==> src/sv/owm_pkg.sv <==
// ----------------------------------------------------------------------------
// owm_pkg
// Shared types and constants for the 1-Wire bus master.
// ----------------------------------------------------------------------------
package owm_pkg;

    localparam int TimeW  = 12;
    localparam int NumCfg = 8;
    localparam int CfgIdxW = $clog2(NumCfg);
    localparam int BitCntW = 3;

    // Command codes carried by op
    localparam logic [1:0] OP_TICK  = 2'd0;
    localparam logic [1:0] OP_RESET = 2'd1;
    localparam logic [1:0] OP_WRITE = 2'd2;
    localparam logic [1:0] OP_READ  = 2'd3;

    // Status codes
    localparam logic [1:0] ST_OK    = 2'd0;
    localparam logic [1:0] ST_SHORT = 2'd1;
    localparam logic [1:0] ST_NODEV = 2'd2;
    localparam logic [1:0] ST_BUSY  = 2'd3;

    // Timing register indexes
    localparam logic [CfgIdxW-1:0] CFG_RESET_LOW  = 3'd0;
    localparam logic [CfgIdxW-1:0] CFG_SHORT_CHK  = 3'd1;
    localparam logic [CfgIdxW-1:0] CFG_PRES_WAIT  = 3'd2;
    localparam logic [CfgIdxW-1:0] CFG_RESET_TAIL = 3'd3;
    localparam logic [CfgIdxW-1:0] CFG_SLOT_EDGE  = 3'd4;
    localparam logic [CfgIdxW-1:0] CFG_WRITE_SLOT = 3'd5;
    localparam logic [CfgIdxW-1:0] CFG_READ_SAMP  = 3'd6;
    localparam logic [CfgIdxW-1:0] CFG_READ_TAIL  = 3'd7;

    localparam logic [BitCntW-1:0] LAST_BIT = 3'd7;

    typedef struct packed {
        logic       pull_low;
        logic       busy_res;
        logic       done_res;
        logic [1:0] status;
        logic [7:0] rx_byte;
    } t_result;

    function automatic logic [TimeW-1:0] cfg_reset_val(input logic [CfgIdxW-1:0] idx);
        logic [TimeW-1:0] v;
        case (idx)
            CFG_RESET_LOW:  v = 12'd500;
            CFG_SHORT_CHK:  v = 12'd5;
            CFG_PRES_WAIT:  v = 12'd80;
            CFG_RESET_TAIL: v = 12'd420;
            CFG_SLOT_EDGE:  v = 12'd2;
            CFG_WRITE_SLOT: v = 12'd60;
            CFG_READ_SAMP:  v = 12'd18;
            default:        v = 12'd44;
        endcase
        return v;
    endfunction

endpackage

==> src/sv/one_wire_bus_master.sv <==
// ----------------------------------------------------------------------------
// one_wire_bus_master
// Timed 1-Wire bus master driven by microsecond ticks and commands.
// ----------------------------------------------------------------------------
// Usage:
//   Input channel (i_in_valid / o_in_stall) carries one request per item:
//   a tick (i_op = tick) with the sampled bus level on i_line_level, or a
//   command (bus reset, write byte from i_tx_byte, read byte). Every request
//   produces exactly one result on the output channel (o_out_valid /
//   i_out_stall): the drive for the coming microsecond on o_pull_low, busy,
//   done, status and the received byte on the done result of a read.
//   Results are registered in the output register. Throughput: one request
//   per cycle while o_in_stall is low; the bus sequencer, interval timer and
//   shifter update with each request, so the rate is set only by the
//   two-entry output buffer, which absorbs one stalled result.
//   When the receiver stalls, the output register holds its result and the
//   next result lands in the skid register; o_in_stall rises once the skid
//   register is full and falls when it drains.
//   Timing registers are written on the config channel (i_cfg_valid /
//   o_cfg_ready, always ready); the user must do so only while the master is
//   idle, which the block does not enforce. Reset (synchronous, i_rst_n low):
//   sequencer idle, timers at defaults, output buffer empty.
// ----------------------------------------------------------------------------
module one_wire_bus_master (
    input  logic                         i_clk,
    input  logic                         i_rst_n,
    // request channel
    input  logic                         i_in_valid,
    output logic                         o_in_stall,
    input  logic [1:0]                   i_op,
    input  logic [7:0]                   i_tx_byte,
    input  logic                         i_line_level,
    // result channel
    output logic                         o_out_valid,
    input  logic                         i_out_stall,
    output logic                         o_pull_low,
    output logic                         o_busy_res,
    output logic                         o_done_res,
    output logic [1:0]                   o_status,
    output logic [7:0]                   o_rx_byte,
    // timing register writes
    input  logic                         i_cfg_valid,
    output logic                         o_cfg_ready,
    input  logic [owm_pkg::CfgIdxW-1:0]  i_cfg_index,
    input  logic [owm_pkg::TimeW-1:0]    i_cfg_data
);

    // Sequencer phases
    localparam logic [3:0] PH_IDLE    = 4'd0;
    localparam logic [3:0] PH_R_LOW   = 4'd1;
    localparam logic [3:0] PH_R_SHORT = 4'd2;
    localparam logic [3:0] PH_R_PRES  = 4'd3;
    localparam logic [3:0] PH_R_TAIL  = 4'd4;
    localparam logic [3:0] PH_W_OPEN  = 4'd5;
    localparam logic [3:0] PH_W_DATA  = 4'd6;
    localparam logic [3:0] PH_W_REC   = 4'd7;
    localparam logic [3:0] PH_RD_OPEN = 4'd8;
    localparam logic [3:0] PH_RD_WAIT = 4'd9;
    localparam logic [3:0] PH_RD_TAIL = 4'd10;

    logic [owm_pkg::TimeW-1:0]   r_cfg [owm_pkg::NumCfg];

    logic [3:0]                  r_phase,  n_phase;
    logic [owm_pkg::TimeW-1:0]   r_timer,  n_timer;
    logic [owm_pkg::BitCntW-1:0] r_bit,    n_bit;
    logic [7:0]                  r_shift,  n_shift;

    owm_pkg::t_result            r_out, r_skid, n_res;
    logic                        r_out_valid, r_skid_valid;

    logic                        accept;
    logic                        cur_busy;
    logic                        done;
    logic [1:0]                  status;
    logic [7:0]                  rx;

    assign o_cfg_ready = 1'b1;
    assign o_in_stall  = r_skid_valid;
    assign accept      = i_in_valid && !r_skid_valid;

    // Timing registers
    always_ff @(posedge i_clk) begin
        if (!i_rst_n) begin
            for (int i = 0; i < owm_pkg::NumCfg; i++) begin
                r_cfg[i] <= owm_pkg::cfg_reset_val(owm_pkg::CfgIdxW'(i));
            end
        end else if (i_cfg_valid && o_cfg_ready) begin
            r_cfg[i_cfg_index] <= i_cfg_data;
        end
    end

    // Bus sequencer: one request per cycle while the skid register is empty
    assign cur_busy = (r_phase >= PH_R_LOW) && (r_phase <= PH_RD_TAIL);

    always_comb begin
        n_phase = cur_busy ? r_phase : PH_IDLE;
        n_timer = r_timer;
        n_bit   = r_bit;
        n_shift = r_shift;
        done    = 1'b0;
        status  = owm_pkg::ST_OK;
        rx      = 8'd0;

        if (i_op != owm_pkg::OP_TICK) begin
            if (cur_busy) begin
                status = owm_pkg::ST_BUSY;
            end else begin
                n_bit = '0;
                if (i_op == owm_pkg::OP_RESET) begin
                    n_phase = PH_R_LOW;
                    n_timer = r_cfg[owm_pkg::CFG_RESET_LOW];
                end else if (i_op == owm_pkg::OP_WRITE) begin
                    n_shift = i_tx_byte;
                    n_phase = PH_W_OPEN;
                    n_timer = r_cfg[owm_pkg::CFG_SLOT_EDGE];
                end else begin
                    n_shift = 8'd0;
                    n_phase = PH_RD_OPEN;
                    n_timer = r_cfg[owm_pkg::CFG_SLOT_EDGE];
                end
            end
        end else if (cur_busy) begin
            if (r_timer > owm_pkg::TimeW'(1)) begin
                n_timer = r_timer - owm_pkg::TimeW'(1);
            end else begin
                n_timer = '0;
                unique case (r_phase)
                    PH_R_LOW: begin
                        n_phase = PH_R_SHORT;
                        n_timer = r_cfg[owm_pkg::CFG_SHORT_CHK];
                    end
                    PH_R_SHORT: begin
                        if (!i_line_level) begin
                            done   = 1'b1;
                            status = owm_pkg::ST_SHORT;
                        end else begin
                            n_phase = PH_R_PRES;
                            n_timer = r_cfg[owm_pkg::CFG_PRES_WAIT];
                        end
                    end
                    PH_R_PRES: begin
                        if (i_line_level) begin
                            done   = 1'b1;
                            status = owm_pkg::ST_NODEV;
                        end else begin
                            n_phase = PH_R_TAIL;
                            n_timer = r_cfg[owm_pkg::CFG_RESET_TAIL];
                        end
                    end
                    PH_R_TAIL: begin
                        done = 1'b1;
                    end
                    PH_W_OPEN: begin
                        n_phase = PH_W_DATA;
                        n_timer = r_cfg[owm_pkg::CFG_WRITE_SLOT];
                    end
                    PH_W_DATA: begin
                        n_phase = PH_W_REC;
                        n_timer = r_cfg[owm_pkg::CFG_SLOT_EDGE];
                    end
                    PH_W_REC: begin
                        if (r_bit == owm_pkg::LAST_BIT) begin
                            done = 1'b1;
                        end else begin
                            n_bit   = r_bit + owm_pkg::BitCntW'(1);
                            n_shift = {1'b0, r_shift[7:1]};
                            n_phase = PH_W_OPEN;
                            n_timer = r_cfg[owm_pkg::CFG_SLOT_EDGE];
                        end
                    end
                    PH_RD_OPEN: begin
                        n_phase = PH_RD_WAIT;
                        n_timer = r_cfg[owm_pkg::CFG_READ_SAMP];
                    end
                    PH_RD_WAIT: begin
                        // sampled bit enters at the top, LSB ends at bit 0
                        n_shift = {i_line_level, r_shift[7:1]};
                        n_phase = PH_RD_TAIL;
                        n_timer = r_cfg[owm_pkg::CFG_READ_TAIL];
                    end
                    default: begin
                        // read slot tail
                        if (r_bit == owm_pkg::LAST_BIT) begin
                            done = 1'b1;
                            rx   = r_shift;
                        end else begin
                            n_bit   = r_bit + owm_pkg::BitCntW'(1);
                            n_phase = PH_RD_OPEN;
                            n_timer = r_cfg[owm_pkg::CFG_SLOT_EDGE];
                        end
                    end
                endcase
                if (done) begin
                    n_phase = PH_IDLE;
                    n_bit   = '0;
                end
            end
        end

        // result as seen after this request
        n_res.busy_res = (n_phase >= PH_R_LOW) && (n_phase <= PH_RD_TAIL);
        n_res.pull_low = (n_phase == PH_R_LOW) || (n_phase == PH_W_OPEN) ||
                         (n_phase == PH_RD_OPEN) ||
                         ((n_phase == PH_W_DATA) && !n_shift[0]);
        n_res.done_res = done;
        n_res.status   = status;
        n_res.rx_byte  = rx;
    end

    always_ff @(posedge i_clk) begin
        if (!i_rst_n) begin
            r_phase <= PH_IDLE;
            r_timer <= '0;
            r_bit   <= '0;
            r_shift <= '0;
        end else if (accept) begin
            r_phase <= n_phase;
            r_timer <= n_timer;
            r_bit   <= n_bit;
            r_shift <= n_shift;
        end
    end

    // Output register plus skid register
    always_ff @(posedge i_clk) begin
        if (!i_rst_n) begin
            r_out_valid  <= 1'b0;
            r_skid_valid <= 1'b0;
        end else if (!r_out_valid || !i_out_stall) begin
            if (r_skid_valid) begin
                r_out_valid  <= 1'b1;
                r_skid_valid <= 1'b0;
            end else begin
                r_out_valid <= accept;
            end
        end else if (accept) begin
            r_skid_valid <= 1'b1;
        end
    end

    always_ff @(posedge i_clk) begin
        if (!r_out_valid || !i_out_stall) begin
            r_out <= r_skid_valid ? r_skid : n_res;
        end else if (accept) begin
            r_skid <= n_res;
        end
    end

    assign o_out_valid = r_out_valid;
    assign o_pull_low  = r_out.pull_low;
    assign o_busy_res  = r_out.busy_res;
    assign o_done_res  = r_out.done_res;
    assign o_status    = r_out.status;
    assign o_rx_byte   = r_out.rx_byte;

endmodule
==> config.mk <==
export PLATFORM = sky130hd
export DESIGN_NAME = one_wire_bus_master
export DESIGN_NICKNAME = d
export VERILOG_FILES = /design/src/sv/owm_pkg.sv /design/src/sv/one_wire_bus_master.sv
export SDC_FILE = /design/constraint.sdc
export NUM_CORES = 1
export LEC_CHECK = 0
export BUFFER_PORTS_ARGS = -buffer_cell sky130_fd_sc_hd__buf_2
export CAP_MARGIN = 10
export CORE_MARGIN = 2
export CORE_UTILIZATION = 30
export DETAILED_ROUTE_END_ITERATION = 6
export PLACE_DENSITY = 0.55
export REMOVE_ABC_BUFFERS = 1
export SYNTH_ARGS = -nofsm -noshare
export SYNTH_HDL_FRONTEND = slang
export SYNTH_SLANG_ARGS = --single-unit
==> constraint.sdc <==
create_clock -name i_clk -period 3 [get_ports i_clk]
set_input_delay 0.3 -clock i_clk [delete_from_list [all_inputs] [get_ports i_clk]]
set_output_delay 0.3 -clock i_clk [all_outputs]
set_load 0.02 [all_outputs]
**Word level (Yosys, flattened, before mapping)**

Memory sizes are Yosys's and may differ from the RTL's.
Index checks and enable logic that the tools add are counted.

- Flip-flop bits (word level): 55
- Bits in writable memories: 96
- Input bits: 31
- Output and inout bits: 16
- Logic and storage cells: 149
- Memories: 1

- Add/sub/neg operators: 2
- Magnitude comparators: 5
- Equality and inequality tests: 22
- Muxes and demuxes: 76
- Bitwise gates (word level): 2
- Reductions and logical operators: 24

Memories:

| name | depth | bits a word | read ports | clocked after memory_dff | wr ports | line | source |
|---|---|---|---|---|---|---|---|
| r_cfg | 8 | 12 | 8 | 0 | 8 | one_wire_bus_master.sv:61 | `logic [owm_pkg::TimeW-1:0] r_cfg [owm_pkg::NumCfg];` |

Operators by type and width:

| cell | number |
|---|---|
| $mux 12 | 17 |
| $mux 8 | 12 |
| $pmux 12 s8 | 1 |
| $mux 4 | 12 |
| $pmux 4 s9 | 1 |
| $eq 4x3->1 const B | 6 |
| $mux 3 | 8 |
| $mux 1 | 16 |
| $pmux 8 s2 | 1 |
| $mux 13 | 1 |
| $eq 4x4->1 const B | 3 |
| $gt 12x1->1 const B | 1 |
| $reduce_or 12->1 | 1 |
| $sub 12x1->12 const B | 1 |
| $mux 2 | 5 |
| $reduce_or 9->1 | 1 |
| $eq 4x1->1 const B | 2 |
| $eq 4x2->1 const B | 2 |
| $ge 4x1->1 const B | 2 |
| $le 4x4->1 const B | 2 |
| $reduce_or 8->1 | 1 |
| $reduce_and 7->1 | 1 |
| $ne 2x2->1 const B | 3 |
| $reduce_and 6->1 | 1 |
| 19 further kinds | 30 |

**Longest topological paths before layout**

Gate-level depths: netlist of run 1.

- Word-level depth: 15
- Mapped depth: 13
- Depth with buffers taken out: 8

**Worst setup path before layout of run 1**

Ideal clock, no wire load.

- Path type: reg-to-reg
- Start point: register r_timer[4] in the netlist's numbering
- End point: register r_out, in the netlist o_busy_res, data pin
- Setup time: 0.271 ns
- Arrival time: 2.446 ns
- Data required time: 2.729 ns
- Path slack: 0.283 ns
- Stages on the path, launching flop included: 8
- Path buffers: 1
- Period minus slack after synthesis: 2.717 ns
- Cells stage by stage: dfxtp_1 > or4_1 > buf_2 > or4_4 > a2111oi_0 > o31a_2 > and4_2 > o31ai_1

- Longest elaborated chain between the ends: 7
- Elaborated cells between the ends (all ways): 8
- Those cells by class: 3 x order compare; 4 x mux; 1 x reduce/logical

Ends and longest elaborated chain:

| item | line | source |
|---|---|---|
| from (decl) | one_wire_bus_master.sv:64 | `logic [owm_pkg::TimeW-1:0] r_timer, n_timer;` |
| from (signal assigned) | one_wire_bus_master.sv:218 | `r_timer <= n_timer;` |
| $gt 12x1->1 * | one_wire_bus_master.sv:123 | `if (r_timer > owm_pkg::TimeW'(1)) begin` |
| $mux 4 * | one_wire_bus_master.sv:123 |  |
| $mux 4 * | one_wire_bus_master.sv:122 | `end else if (cur_busy) begin` |
| $mux 4 * | one_wire_bus_master.sv:104 | `if (i_op != owm_pkg::OP_TICK) begin` |
| $ge 4x1->1 / $le 4x4->1 (equally long branches) | one_wire_bus_master.sv:201 | `n_res.busy_res = (n_phase >= PH_R_LOW) && (n_phase <= PH_RD_TAIL);` |
| $logic_and 1x1->1 * | one_wire_bus_master.sv:201 |  |
| $mux 13 * | one_wire_bus_master.sv:243 | `r_out <= r_skid_valid ? r_skid : n_res;` |
| to (signal assigned) | one_wire_bus_master.sv:243 |  |
| to (decl) | one_wire_bus_master.sv:68 | `owm_pkg::t_result r_out, r_skid, n_res;` |

Every way passes the cells marked *; elsewhere a longest branch is shown, timed or not.
A chain may end at the register's enable or synchronous reset.

**Worst setup path after layout of run 1**

Same ends and word-level chain as after synthesis.

==> results of run 1 <==
-- critical path: cells and delay by family, from the launching register on --
family,cells,cell delay (ns)
DFF,1,0.36
and+or+nand+nor,3,1.47
buffers and inverters,1,0.18
AOI/OAI and AO/OA,3,0.53
-- area by class of cell --
cell class	instances	area, µm²
clock inverter	14	181.4
sequential	151	4244
tap	330	412.9
inverter	22	82.58
fill	2490	16010
clock buffer	18	429.2
timing repair buffer	90	563.0
multi-input combinational	461	3114
-- cell families after synthesis --
kind of cell / after synthesis / share of synthesized area [%]
flip-flops: 151 / 55.96
adder cells (fa/ha/maj): 9 / 1.485
AND/OR/NAND/NOR: 264 / 19.86
buffers and inverters: 68 / 3.464
AO/OA/AOI/OAI: 158 / 15.28
multiplexers: 21 / 2.986
other: 1 / 0.04944
XOR/XNOR: 8 / 0.9238
-- per-stage QoR --
| stage | util [%] | power [mW] |
|---|---|---|
| floorplan | - | 3.162 |
| global placement | 33.52 | 3.543 |
| detailed placement | 33.52 | 3.539 |
| CTS | 35.96 | 5.759 |
| global route | 36.06 | 5.971 |
| finish | 36.06 | 5.739 |
-- per-layer routing --
metal | GRT usage [%] | vias to the layer above | wire length, µm | part of all wire [%]
li1 | - | 2690 | - | -
met1 | 21.61 | 2666 | 9378 | 48
met2 | 24.02 | 132 | 8936 | 46
met3 | 3.107 | 27 | 812 | 4.2
met4 | 4.787 | 0 | 380 | 1.9
met5 | 0 | - | 0 | 0
-- worst paths after layout --
path,startpoint,endpoint,cells past startpoint
worst max-delay path,r_timer[4]$_SDFFE_PN0P_,o_busy_res$_DFFE_PP_,7
worst min-delay path,i_in_valid,o_out_valid$_SDFFE_PN0P_,3
worst max register to register,r_timer[4]$_SDFFE_PN0P_,o_busy_res$_DFFE_PP_,7
worst min register to register,r_bit[1]$_SDFFE_PN0P_,r_bit[1]$_SDFFE_PN0P_,2
-- synth_stat cells (4+ instances only) --
cell type	n
a21oi_1	31
nor2b_1	7
o211ai_1	5
mux2_2	13
nand3_1	19
o2111ai_1	13
nor2_1	37
clkbuf_1	39
inv_1	21
and3_1	5
nand2b_1	19
mux2i_1	8
and2_1	82
dfxtp_1	29
o21a_1	4
o211a_1	5
o21ai_0	16
a22o_1	11
edfxtp_1	122
a221oi_1	10
nand2_1	28
ha_1	9
a211oi_1	15
or3_1	20
xnor2_1	7
o31ai_1	8
a22oi_1	18
nor3_1	21
-- flip-flops by register name, indices dropped and copies added, names as in the netlist --
signal	count
o_out_valid	1
r_cfg	96
o_rx_byte	8
r_timer	12
o_status	2
r_bit	3
r_shift	8
r_phase	4
o_pull_low	1
r_skid	13
o_done_res	1
o_busy_res	1
o_in_stall	1
-- power breakdown --
group / total [mW] / internal [mW] / switching, mW / leakage, nW
logic: 1.01 / 0.376 / 0.636 / 1.50
registers: 2.50 / 2.42 / 0.0800 / 1.42
clock network: 2.23 / 1.27 / 0.961 / 0.300
total: 5.74 / 4.06 / 1.68 / 3.23
-- placed cells by master, fill, tap and decap left out, drive strengths merged, types with 7 or more instances in the layout --
cell     netlist  final
o2111ai       13     13
nor3          22     22
ha             9      9
inv           22     30
a22oi         18     18
a221oi        10     10
xnor2          7      7
clkbuf        39     18
and2          82     82
o21ai         16     16
a22o          11     11
nand3         19     19
mux2i          8      8
a21oi         31     31
o31ai          8      8
nor2          37     37
edfxtp       122    122
nor2b          7      7
nand2         28     28
buf            7     90
mux2          13     13
nand2b        19     19
dfxtp         29     29
a211oi        15     15
or3           20     20
==> out/metrics.csv, run 1 <==
stage,metric,value,unit
global_route,grt_pass1_wl,31370,µm
critical_path,slowest_stage,or4_1,
layout,drive_gt1_share,20.24,%
cts,cts-root-buf,clkbuf_16,
layout,stdcell_count,1086,
cts,cts_sinks,151,
logic_synthesis,synthTopCellsByArea,"edfxtp_1, dfxtp_1, and2_1, a21oi_1, clkbuf_1",
cts,cts_hold_buf,0,
cts,post_cts_buffers,0,
layout,area_growth_syn_to_layout,19.02,%
critical_path,path_cells,or4_1 -> or4_4 -> a2111oi_2 -> buf_4 -> o31a_2 -> and4_2 -> o31ai_1,
hold_path,hold_class,in2reg,
floorplan,core_area,25040,µm²
layout,final_area,9027,µm²
logic_synthesis,ys.flop_type,edfxtp_1,
logic_synthesis,synthCells,680,
outcome,outcome,"complete, no violations",
floorplan,die_h,163.0,µm
cts,cts_resized,0,
global_route,antenna_found_initial,0,
logic_synthesis,syn_area,7585,µm²
cts,cts_made_buffers,17,
global_route,grt_pass1_vias,5452,
placement,port_buffers,45,
cts,clk-insertion-delay-late,0.43,ns
detailed_routing,antenna_left,0,
critical_path,worst_setup_path_start_kind,flop,
pwr,vdd_drop_max,325.7,µV
timing,finalWorstSetupSlack,0.2178,ns
timing,rsz0062_at_grt,no,
global_route,track_usage,15.42,%
logic_synthesis,ys_ff_latch,151,
floorplan,rows,58,
placement,post-dp-hpwl,13800,µm
logic_synthesis,yosys.area.top_type,edfxtp_1,
logic_synthesis,synth_seq_area_share,55.96,%
timing,skew,0.01106,ns
critical_path,crit_fanout,6,
critical_path,r2r_setup_slack,0.22,ns
critical_path,cp-end-kind,flop,
detailed_routing,totalWireLength,19510,µm
timing,holdWs,0.1952,ns
cts,cts_tree,done,
timing,finalCritPeriodShare,92.74,%
cts,cts_buffer_depth,2,
pwr,leakage,3.229,nW
pwr,p_per_area,635.7,nW/µm²
timing,hold_viol,0,
detailed_routing,drt-vias-per-instance,5.078,
placement,dp_slack,0.1711,ns
critical_path,worstSetupPathType,reg2reg,
layout,fin_nets,783,
global_route,grt_start_max_net_pins,23,
timing,period_needed,2.782,ns
logic_synthesis,synthesis.yosys.warnings,0,
floorplan,io_pins,47,
critical_path,cp_data_required_time,3.17,ns
timing,tightest_slew,0.8979,ns
critical_path,worst_path_largest_cell_delay,0.68,ns
global_route,gr-total-overflow,0,
placement,place_congestion,0.8641,
logic_synthesis,synth.top_cell.area_share,48.30,%
detailed_routing,wl_per_cell,17.96,µm
critical_path,cp_data_arrival_time,2.95,ns
timing,final_max_slew_viol_count,0,
timing,slew_headroom,39.98,%
timing,max_freq,0.3594,GHz
timing,finalSetupViolations,0,
floorplan,start_util,30.29,%
layout,antenna_cells,0,
placement,dp_cells,1054,
floorplan,die_area,26570,µm²
logic_synthesis,synthArstFlopShare,0,%
placement,place_area,8393,µm²
run,cap_viol_max_count,0,
logic_synthesis,synth.distinct_cells,65,
detailed_routing,drt_drc_violations_left,0,
logic_synthesis,synth-edff-count,122,
logic_synthesis,avgSynthCellArea,11.15,µm²
detailed_routing,vias,5515,
detailed_routing,drt-pass1-iter-count,4,
floorplan,die_x,163.0,µm
detailed_routing,drtIter0Drc,389,
cts,clk_pin_slew,0.07,ns
timing,tns,0,ns
cts,htree_levels,4,
(Power assumes the default switching activity.)
==> run 2, diff against run 1 <==
--- a/config.mk
+++ b/config.mk
@@ -10,7 +10,7 @@
 export CORE_MARGIN = 2
 export CORE_UTILIZATION = 30
 export DETAILED_ROUTE_END_ITERATION = 6
-export PLACE_DENSITY = 0.55
+export PLACE_DENSITY = 0.57
 export REMOVE_ABC_BUFFERS = 1
 export SYNTH_ARGS = -nofsm -noshare
 export SYNTH_HDL_FRONTEND = slang
==> constraint.sdc (replaced) <==
create_clock -name i_clk -period 2.5 [get_ports i_clk]
set_input_delay 0.25 -clock i_clk [delete_from_list [all_inputs] [get_ports i_clk]]
set_output_delay 0.25 -clock i_clk [all_outputs]
set_load 0.02 [all_outputs]
==> run 2 against run 1 <==
The run now ends with setup timing left; maximum frequency is 9.7% higher; global-route usage increased by 0.55 points; largest power group unchanged; critical endpoint is now o_pull_low$_DFFE_PP_; combinational power grew 45%; final cell count rose by 4.1%; first-iteration DRC count increased by 7.2%; hold slack got worse by 0.064 ns.
==> out/metrics.csv, run 2 (same netlist as run 1, synthesis figures left out) <==
stage,metric,value,unit,change
hold_path,hold_class,in2reg,,unchanged
floorplan,die_h,163.0,µm,unchanged
layout,antenna_cells,0,,unchanged
timing,finalCritPeriodShare,101.5,%,was 92.74%
layout,stdcell_count,1130,,was 1086
cts,cts_tree,done,,unchanged
timing,rsz0062_at_grt,yes,,was no
critical_path,worst_setup_path_start_kind,flop,,unchanged
pwr,total_power,7.011,mW,was 5.739 mW
detailed_routing,antenna_left,0,,unchanged
cts,clk-insertion-delay-late,0.44,ns,was 0.43 ns
layout,final_cell_mix,"edfxtp_1, buf_4, and2_1",,"was edfxtp_1, and2_1, buf_2, buf_4, nor2_1"
outcome,outcome,"finished, violations left",,"was complete, no violations"
pwr,p_per_area,738.5,nW/µm²,was 635.7 nW/µm²
outcome,violations,setup timing,,
layout,fin_nets,827,,was 783
run,cap_viol_max_count,0,,unchanged
timing,skew,0.01312,ns,was 0.01106 ns
cts,cts_hold_buf,0,,unchanged
floorplan,die_area,26570,µm²,unchanged
floorplan,core_area,25040,µm²,unchanged
floorplan,start_util,30.29,%,unchanged
layout,area_growth_syn_to_layout,25.16,%,was 19.02%
floorplan,io_pins,47,,unchanged
critical_path,cp-end-kind,flop,,unchanged
cts,cts_made_buffers,17,,unchanged
detailed_routing,totalWireLength,20670,µm,was 19510 µm
critical_path,cp_data_arrival_time,2.80,ns,was 2.95 ns
floorplan,rows,58,,unchanged
detailed_routing,drt-pass1-iter-count,5,,was 4
layout,largest_registers,"r_cfg x96, r_skid x13, r_timer x12",,unchanged
placement,place_congestion,0.8629,,was 0.8641
placement,port_buffers,45,,unchanged
timing,finalWorstSetupSlack,-0.03690,ns,was 0.2178 ns
cts,cts_buffer_depth,2,,unchanged
critical_path,worstSetupPathType,reg2reg,,unchanged
critical_path,crit_fanout,2,,was 6
detailed_routing,wl_per_cell,18.29,µm,was 17.96 µm
pwr,leakage,3.442,nW,was 3.229 nW
placement,post-dp-hpwl,14540,µm,was 13800 µm
timing,hold_viol,0,,unchanged
floorplan,die_x,163.0,µm,unchanged
global_route,track_usage,15.97,%,was 15.42%
detailed_routing,vias,5789,,was 5515
critical_path,cp_data_required_time,2.76,ns,was 3.17 ns
global_route,grt_pass1_wl,32170,µm,was 31370 µm
cts,clk_pin_slew,0.07,ns,about the same
detailed_routing,drt_drc_violations_left,0,,unchanged
pwr,vdd_drop_max,426.4,µV,was 325.7 µV
timing,slew_headroom,25.62,%,was 39.98%
global_route,grt_pass1_vias,5614,,was 5452
global_route,antenna_found_initial,0,,unchanged
timing,holdWs,0.1308,ns,was 0.1952 ns
layout,final_common_cell,edfxtp_1,,unchanged
cts,htree_levels,4,,unchanged
global_route,grt_start_max_net_pins,23,,unchanged
timing,finalSetupViolations,1,,was 0
cts,cts_sinks,151,,unchanged
layout,largest_reg_flops,96,,unchanged
timing,max_freq,0.3942,GHz,was 0.3594 GHz
global_route,gr-total-overflow,0,,unchanged
timing,tightest_slew,1.113,ns,was 0.8979 ns
placement,dp_cells,1097,,was 1054
layout,top_register,r_cfg,,unchanged
layout,drive_gt1_share,27.13,%,was 20.24%
timing,final_max_slew_viol_count,0,,unchanged
cts,cts-root-buf,clkbuf_16,,unchanged
detailed_routing,drt-vias-per-instance,5.123,,was 5.078
detailed_routing,drtIter0Drc,417,,was 389
timing,period_needed,2.537,ns,was 2.782 ns
run 2: cell count changes in the layout (fill, tap and decap cells not counted), moves of 3 or more:
| cell | delta |
|---|---|
| dfxtp_2 | +3 |
| nor4_4 | +3 |
| dfxtp_1 | -4 |
| ha_1 | -3 |
| buf_4 | +43 |
run 2: what timing repair did:
action,4_1_cts,5_1_grt
pin swaps,5,3
buffers inserted,0,1
hold endpoints to repair,0,0
endpoints found under the setup margin,13,29
resized for setup,16,20
run 2: power by group:
part,switching [mW],internal (mW)
Sequential,0.0873,2.90
Combinational,0.840,0.616
Clock,1.23,1.33
run 2: final cells by class:
cell class                      count  area [µm²]
Clock inverter                     15       161.4
Tap cell                          330       412.9
Clock buffer                       17       425.4
Inverter                           22       82.58
Multi-Input combinational cell    461        3253
Fill cell                        2476       15540
Timing Repair Buffer              134       905.9
Sequential cell                   151        4252
run 2: critical path, cell delays in order (launching register included):
cell	delay (ns)
dfxtp_2	0.34
ha_4	0.16
ha_4	0.17
nor4bb_4	0.30
o21ai_2	0.10
or3_4	0.35
mux2_4	0.31
or4_4	0.43
a211oi_2	0.20
run 2: worst paths after layout:
check | endpoint | slack [ns] | startpoint | cells after the start
setup / recovery | o_pull_low$_DFFE_PP_ | -0.04 | r_bit[0]$_SDFFE_PN0P_ | 8
hold / removal | o_in_stall$_SDFFE_PP0P_ | 0.13 | i_in_valid | 3
setup reg to reg | o_pull_low$_DFFE_PP_ | -0.04 | r_bit[0]$_SDFFE_PN0P_ | 8
hold reg to reg | r_bit[1]$_SDFFE_PN0P_ | 0.49 | r_bit[1]$_SDFFE_PN0P_ | 2
run 2: routing by layer:
| metal | vias to the layer above | track usage, % | part of all wire, % |
|---|---|---|---|
| li1 | 2792 | - | - |
| met1 | 2794 | 22.02 | 47 |
| met2 | 189 | 25.13 | 46 |
| met3 | 14 | 3.132 | 5.5 |
| met4 | 0 | 5.390 | 1.2 |
| met5 | - | 0 | 0 |
run 2: metrics by stage:
stage	worst slack (ns)	setup TNS, ns	instance area (µm²)	util [%]
4_1_cts	-0.03854	-0.03854	9387	37.49
5_1_grt	-0.1154	-0.3295	9493	37.92
6_report	-0.03690	-0.03690	9493	37.92
2_1_floorplan	-0.5677	-4.747	7405	-
3_3_place_gp	-0.3154	-1.166	8728	34.86
3_5_place_dp	-0.3053	-1.508	8728	34.86
